===== src/hdl/bal_pkg.sv =====
`default_nettype none
// ----------------------------------------------------------------------------
// bal_pkg
// Shared types, sizes and codes for the bounded array list engine.
// ----------------------------------------------------------------------------
package bal_pkg;

  localparam int CAPACITY = 4096;
  localparam int ADDR_W   = $clog2(CAPACITY);
  localparam int CNT_W    = $clog2(CAPACITY + 1);
  localparam int POS_W    = 12;
  localparam int VAL_W    = 32;
  localparam int COUNT_W  = 13;
  localparam int CMP_W    = (CNT_W > POS_W) ? CNT_W : POS_W;

  typedef enum logic [2:0] {
    MODE_APPEND  = 3'd0,
    MODE_INSERT  = 3'd1,
    MODE_POP     = 3'd2,
    MODE_ERASE   = 3'd3,
    MODE_REVERSE = 3'd4,
    MODE_READ    = 3'd5,
    MODE_WRITE   = 3'd6,
    MODE_CLEAR   = 3'd7
  } mode_t;

  typedef enum logic [1:0] {
    STAT_DONE   = 2'd0,
    STAT_BADPOS = 2'd1,
    STAT_FULL   = 2'd2,
    STAT_EMPTY  = 2'd3
  } status_t;

  typedef struct packed {
    mode_t                   mode;
    logic [POS_W-1:0]        position;
    logic signed [VAL_W-1:0] value;
  } in_item_t;

  typedef struct packed {
    logic signed [VAL_W-1:0] read_value;
    logic [COUNT_W-1:0]      count;
    status_t                 status;
  } out_item_t;

  // datapath steps issued by the controller
  typedef enum logic [3:0] {
    STEP_NOP,
    STEP_APPEND,
    STEP_POP,
    STEP_WRITE,
    STEP_CLEAR,
    STEP_REJECT,
    STEP_RD_ISSUE,
    STEP_RD_FIN,
    STEP_INS_START,
    STEP_INS_MOVE,
    STEP_INS_FIN,
    STEP_ERS_START,
    STEP_ERS_MOVE,
    STEP_REV_START,
    STEP_REV_A,
    STEP_REV_B
  } step_t;

  typedef struct packed {
    step_t   step;
    logic    load;
    logic    finish;
    status_t status;
  } cmd_t;

  typedef struct packed {
    logic pos_ok;
    logic full;
    logic empty;
    logic erase_tail;
    logic rev_short;
    logic ins_last;
    logic ers_last;
    logic rev_last;
  } sts_t;

endpackage
`default_nettype wire


===== src/hdl/bal_ctrl.sv =====
`default_nettype none
// ----------------------------------------------------------------------------
// bal_ctrl
// Controller: decodes each operation and sequences the shift and swap passes.
// ----------------------------------------------------------------------------
module bal_ctrl (
  input  wire                clk,
  input  wire                rst_n,
  input  wire                start,
  input  bal_pkg::mode_t     mode,
  input  bal_pkg::sts_t      sts,
  output bal_pkg::cmd_t      cmd,
  output logic               busy
);

  typedef enum logic [2:0] {
    S_IDLE,
    S_RD,
    S_INS,
    S_INS_FIN,
    S_ERS,
    S_REV_A,
    S_REV_B
  } state_t;

  state_t state_r, state_nxt;

  always_comb begin
    state_nxt  = state_r;
    cmd.step   = bal_pkg::STEP_NOP;
    cmd.load   = 1'b0;
    cmd.finish = 1'b0;
    cmd.status = bal_pkg::STAT_DONE;
    unique case (state_r)
      S_IDLE: begin
        if (start) begin
          cmd.load   = 1'b1;
          cmd.finish = 1'b1;
          unique case (mode)
            bal_pkg::MODE_APPEND: begin
              if (sts.full) begin
                cmd.step   = bal_pkg::STEP_REJECT;
                cmd.status = bal_pkg::STAT_FULL;
              end else begin
                cmd.step = bal_pkg::STEP_APPEND;
              end
            end
            bal_pkg::MODE_INSERT: begin
              priority if (!sts.pos_ok) begin
                cmd.step   = bal_pkg::STEP_REJECT;
                cmd.status = bal_pkg::STAT_BADPOS;
              end else if (sts.full) begin
                cmd.step   = bal_pkg::STEP_REJECT;
                cmd.status = bal_pkg::STAT_FULL;
              end else begin
                cmd.step   = bal_pkg::STEP_INS_START;
                cmd.finish = 1'b0;
                state_nxt  = S_INS;
              end
            end
            bal_pkg::MODE_POP: begin
              if (sts.empty) begin
                cmd.step   = bal_pkg::STEP_REJECT;
                cmd.status = bal_pkg::STAT_EMPTY;
              end else begin
                cmd.step = bal_pkg::STEP_POP;
              end
            end
            bal_pkg::MODE_ERASE: begin
              priority if (!sts.pos_ok) begin
                cmd.step   = bal_pkg::STEP_REJECT;
                cmd.status = bal_pkg::STAT_BADPOS;
              end else if (sts.erase_tail) begin
                // last entry: nothing to move down
                cmd.step = bal_pkg::STEP_POP;
              end else begin
                cmd.step   = bal_pkg::STEP_ERS_START;
                cmd.finish = 1'b0;
                state_nxt  = S_ERS;
              end
            end
            bal_pkg::MODE_REVERSE: begin
              if (sts.rev_short) begin
                cmd.step = bal_pkg::STEP_REJECT;
              end else begin
                cmd.step   = bal_pkg::STEP_REV_START;
                cmd.finish = 1'b0;
                state_nxt  = S_REV_A;
              end
            end
            bal_pkg::MODE_READ: begin
              if (!sts.pos_ok) begin
                cmd.step   = bal_pkg::STEP_REJECT;
                cmd.status = bal_pkg::STAT_BADPOS;
              end else begin
                cmd.step   = bal_pkg::STEP_RD_ISSUE;
                cmd.finish = 1'b0;
                state_nxt  = S_RD;
              end
            end
            bal_pkg::MODE_WRITE: begin
              if (!sts.pos_ok) begin
                cmd.step   = bal_pkg::STEP_REJECT;
                cmd.status = bal_pkg::STAT_BADPOS;
              end else begin
                cmd.step = bal_pkg::STEP_WRITE;
              end
            end
            bal_pkg::MODE_CLEAR: begin
              cmd.step = bal_pkg::STEP_CLEAR;
            end
          endcase
        end
      end
      S_RD: begin
        cmd.step   = bal_pkg::STEP_RD_FIN;
        cmd.finish = 1'b1;
        state_nxt  = S_IDLE;
      end
      S_INS: begin
        cmd.step = bal_pkg::STEP_INS_MOVE;
        if (sts.ins_last) begin
          state_nxt = S_INS_FIN;
        end
      end
      S_INS_FIN: begin
        cmd.step   = bal_pkg::STEP_INS_FIN;
        cmd.finish = 1'b1;
        state_nxt  = S_IDLE;
      end
      S_ERS: begin
        cmd.step = bal_pkg::STEP_ERS_MOVE;
        if (sts.ers_last) begin
          cmd.finish = 1'b1;
          state_nxt  = S_IDLE;
        end
      end
      S_REV_A: begin
        cmd.step  = bal_pkg::STEP_REV_A;
        state_nxt = S_REV_B;
      end
      S_REV_B: begin
        cmd.step = bal_pkg::STEP_REV_B;
        if (sts.rev_last) begin
          cmd.finish = 1'b1;
          state_nxt  = S_IDLE;
        end else begin
          state_nxt = S_REV_A;
        end
      end
    endcase
  end

  always_ff @(posedge clk) begin
    if (!rst_n) begin
      state_r <= S_IDLE;
    end else begin
      state_r <= state_nxt;
    end
  end

  assign busy = state_r != S_IDLE;

endmodule
`default_nettype wire


===== config.mk =====
export PLATFORM = sky130hd
export DESIGN_NAME = bal_ctrl
export DESIGN_NICKNAME = d
export VERILOG_FILES = /design/src/hdl/bal_pkg.sv /design/src/hdl/bal_ctrl.sv
export SDC_FILE = /design/constraint.sdc
export NUM_CORES = 1
export LEC_CHECK = 0
export ABC_AREA = 1
export CAP_MARGIN = 20
export CORE_AREA = 2 2 39 41
export DETAILED_ROUTE_END_ITERATION = 12
export DIE_AREA = 0 0 41 43
export DONT_BUFFER_PORTS = 1
export GPL_ROUTABILITY_DRIVEN = 0
export GPL_TIMING_DRIVEN = 0
export PLACE_DENSITY = 0.71
export SETUP_SLACK_MARGIN = 0.15
export SLEW_MARGIN = 25
export SYNTH_ARGS = -nofsm -noshare
export SYNTH_HDL_FRONTEND = slang
export SYNTH_SLANG_ARGS = --single-unit

===== constraint.sdc =====
create_clock -name clk -period 1.6 [get_ports clk]
set_input_delay 0.08 -clock clk [delete_from_list [all_inputs] [get_ports clk]]
set_output_delay 0.08 -clock clk [all_outputs]
set_load 0.01 [all_outputs]

* Yosys cells after proc, flatten, opt, wreduce, memory -nomap -nowiden
Cells that the tools add are included.
** Storage, ports and cells
- Register bits :: 3
- Latch bits :: 0
- RAM bits :: 0
- Bits in read-only memories :: 0
- Input port bits :: 14
- Output and inout bits :: 9
- Word-level logic and storage cells :: 71
- Memories kept :: 0
** Operators by class
- $add $sub $neg :: 0
- Multipliers :: 0
- Div/mod/pow operators :: 0
- $lt $le $gt $ge :: 0
- Equal/unequal tests :: 23
- Shift operators :: 0
- Mux-type cells :: 41
- Bitwise operators :: 0
- Reductions and logical operators :: 6
** Operators by type and width (count)
- two-way mux 3 bit :: 13
- one-hot mux 4 bit (8 select lines) :: 1
- one-hot mux 4 bit (7 select lines) :: 1
- == test 3 bit (second input constant) :: 7
- two-way mux 4 bit :: 5
- inequality test 3 bit (second input constant) :: 6
- one-hot mux 3 bit (6 select lines) :: 1
- == test 3 x 2 -> 1 bit (second input constant) :: 4
- one-hot mux 3 bit (4 select lines) :: 1
- two-way mux 1 bit :: 10
- two-way mux 2 bit :: 5
- AND reduction 10 bit :: 1
- two-way mux 8 bit :: 1
- one-hot mux 1 bit (4 select lines) :: 2
- one-hot mux 2 bit (4 select lines) :: 1
- == test 3 x 1 -> 1 bit (second input constant) :: 2
- logical NOT 3 bit :: 2
- inequality test 2 bit (second input constant) :: 3
- inequality test 5 x 1 -> 1 bit (second input constant) :: 1
- nonzero test 3 bit :: 1
- OR reduction 3 bit :: 1
- OR reduction 2 bit :: 1

* Logic depth before layout (Yosys ltp)
- Depth in word-level cells :: 5
- Depth in mapped cells :: 10
- Mapped depth without buffers :: 9

* Least setup slack after synthesis
Ideal clock, no wire load.
- Path kind :: reg2out
- Start point :: register state_r[0]
- End point :: output port cmd[1] in the netlist's numbering
- Arrival :: 1189 ps
- Required time :: 1520 ps
- Setup slack :: 331 ps
- Cell stages (with the launch flop) :: 8
- Buffers on the path :: 1
- Cell sequence :: dfxtp_1 > buf_2 > inv_1 > nand2_1 > nor2_2 > o21ai_1 > a31o_1 > inv_1
** RTL lines
- from (decl) :: line bal_ctrl.sv:26 : state_t state_r, state_nxt;
- from (signal assigned) :: line bal_ctrl.sv:158 : state_r <= state_nxt;
- to (decl) :: line bal_ctrl.sv:12 : output bal_pkg::cmd_t cmd,

==> results.txt <==
max FFs per register = 3
CP Class = reg -> out
cells after synthesis = 116
EDFF count, synth = 0
most frequent cell after synthesis = nand2_1
Largest Register = state_r
CP arrival = 1.33 ns
gr ovfl total = 0
Starting Density = 44.30%
crit end category = output pin
Layout area overhead = 17.14%
Slew Viols, Final = 0
Worst Max-Slew Pin Slew = 0.2605 ns
Die ar. = 0.001763 mm²
IO Port Bufs = 0
largest net degree at the start of global routing = 10
CTS Buf Count = 3
Top Ports = 23
startpoint types = flop
biggest area consumer among synthesized cells = nand2_1
worst vdd ir = 0.001037 V
ANT cells = 0
synthesized area = 613.1 µm²
setup violators final = 0
delay-heaviest family, CP = buffers and inverters
post-route ant nets = 0
layout cell share with drive strength beyond 1 = 23.14%
DR WL/cell = 12.08 µm
Synth Net Count = 130
Mean Syn Cell Area = 5.285 µm²
Seq cells post-synth = 3
clock tree buffer depth = 2
fin crit share = 87.90%
Worst slew margin = 82.69%
Hold Violations, Final = 0
CTS H-tree depth = 1
DR vias = 784
Detailed Route Iter0 Violations = 41
Final HPWL DP = 1.286 mm
First-pass DRT Iterations = 4
Root Buffer = clkbuf_4
outcome = finished clean
Regs by FF count = state_r (3)
CTS sink cnt = 3
Clock transition at path regs = 0.04 ns
DRT Wirelength = 1.655 mm
Die H = 43 µm
Clock Latency Late Sink = 0.23 ns
vias per cell = 5.723
Max Cap Viol = 0
core area = 0.001384 mm²
crit-path max FO = 8
Cell Chain, Critical Path = buf_4, inv_4, nand2_4, nor2_4, o21ai_2, a31o_1, inv_2
Worst Hold Class = in -> reg
top post-synthesis cells by area = nand2_1 18%, nand3_1 17%, dfxtp_1 9.8%
global-route usage over all layers = 19.84%
Netlist cell types = 21
antenna violations before repair = 0
vias in the first global route = 584
yosys synthesis warning count = 0
Max Clk Rate = 711.1 MHz
TritonCTS clock tree = yes
async set-reset flop share out of synthesis = 0%
hold slack = 0.1991 ns
RSZ-0062 raised after global routing = true
PD cells = 1265 mW/mm²
share of the yosys chip area belonging to registers = 9.796%
Critical Path Slowest Stage Cell = dfxtp_1
CP bufs+invs = 3
synth cell count leaders = 29 x nand2_1, 21 x nand3_1, 14 x inv_1
Layout Nets = 136
first-pass GRT wire length = 2.408 mm
Synth Flop Type = dfxtp_1
clock skew = 0.002863 ns
DR DRC count = 0
Synth top area share = 17.76%
min Tclk post-route = 1.406 ns
Static Leak = 0.0003604 µW
setup TNS = 0 ns
worst path required time = 1.52 ns
row count = 14
CP max stage delay = 0.29 ns
die width = 41 µm
==> where the power goes <==
| group | switching (µW) | internal [µW] | leakage (µW) |
|---|---|---|---|
| clock network | 37.4 | 93.4 | 0.0000150 |
| registers | 41.3 | 108 | 0.0000257 |
| logic | 420 | 208 | 0.000320 |
| total | 499 | 409 | 0.000360 |
==> routing by layer <==
metal	share of wire [%]	GRT usage, %	wire (µm)	up-vias
li1	-	-	-	394
met1	43	25.88	705	369
met2	52	29.69	861	21
met3	5.4	3.665	89	0
met4	0	10.00	0	0
met5	0	0	0	-
==> worst min-delay path, stage by stage <==
cell     delay [ns]
nand3_2        0.07
nor2_4         0.04
nand2_4        0.06
nand2_1        0.05
nand2_1        0.05
nor2_1         0.03
==> cell type report <==
class	instances	area (µm²)
Fill cell	154	665.6
Multi-Input combinational cell	93	513.0
Inverter	17	66.31
Sequential cell	3	65.06
Clock buffer	4	26.28
Tap cell	16	20.02
Buffer	3	17.52
Timing Repair Buffer	1	10.01
==> logic make-up (layout without fill, tap and decap cells) <==
| family | Yosys count | count (layout) | share of synthesized area, % |
|---|---|---|---|
| and+or+nand+nor | 73 | 73 | 57.96 |
| AOI/OAI and AO/OA | 20 | 20 | 19.39 |
| buffers and inverters | 20 | 25 | 12.86 |
| DFF | 3 | 3 | 9.796 |
==> metrics by stage <==
step | power, µW | cell area, µm² | setup WS (ns) | instances | utilization [%]
CTS | 876.5 | 696.9 | 0.1469 | 137 | 50.36
global route | 998.8 | 718.2 | 0.1212 | 137 | 51.90
floorplan | 583.3 | 613.1 | 0.3314 | 116 | -
detailed placement | 668.6 | 633.1 | 0.2059 | 132 | 45.75
finish | 908.3 | 718.2 | 0.1936 | 137 | 51.90
global placement | 660.6 | 633.1 | 0.2079 | 132 | 45.75
==> final timing paths <==
check	slack, ns	end	cells past startpoint	startpoint
worst max-delay path	0.19	cmd[1]	7	state_r[0]$_SDFFE_PN0P_
worst min-delay path	0.20	state_r[0]$_SDFFE_PN0P_	6	start
worst max register to register	0.35	state_r[2]$_SDFFE_PN0P_	9	state_r[0]$_SDFFE_PN0P_
worst min register to register	0.67	state_r[1]$_SDFFE_PN0P_	4	state_r[1]$_SDFFE_PN0P_
==> placed cells by master, fill, tap and decap left out, types with 2 or more instances in the layout <==
| cell | netlist | layout |
|---|---|---|
| a21oi_1 | 5 | 5 |
| buf_2 | 3 | 2 |
| clkbuf_4 | 0 | 3 |
| inv_1 | 14 | 12 |
| inv_2 | 3 | 4 |
| nand2_1 | 29 | 27 |
| nand2_4 | 1 | 3 |
| nand3_1 | 21 | 20 |
| nand3_2 | 3 | 4 |
| nand4_1 | 3 | 3 |
| nor2_1 | 11 | 9 |
| nor2_2 | 2 | 2 |
| nor2_4 | 2 | 4 |
| o211ai_1 | 2 | 2 |
| o21ai_0 | 8 | 7 |
==> what timing repair did <==
item	CTS	global route
endpoints found under the hold margin	3	0
endpoints found under the setup margin	5	5
resized for setup	11	7
pin swaps	3	6
hold buffers	1	0
setup buffers	0	0
No activity file was read; power rests on OpenSTA's default activity.
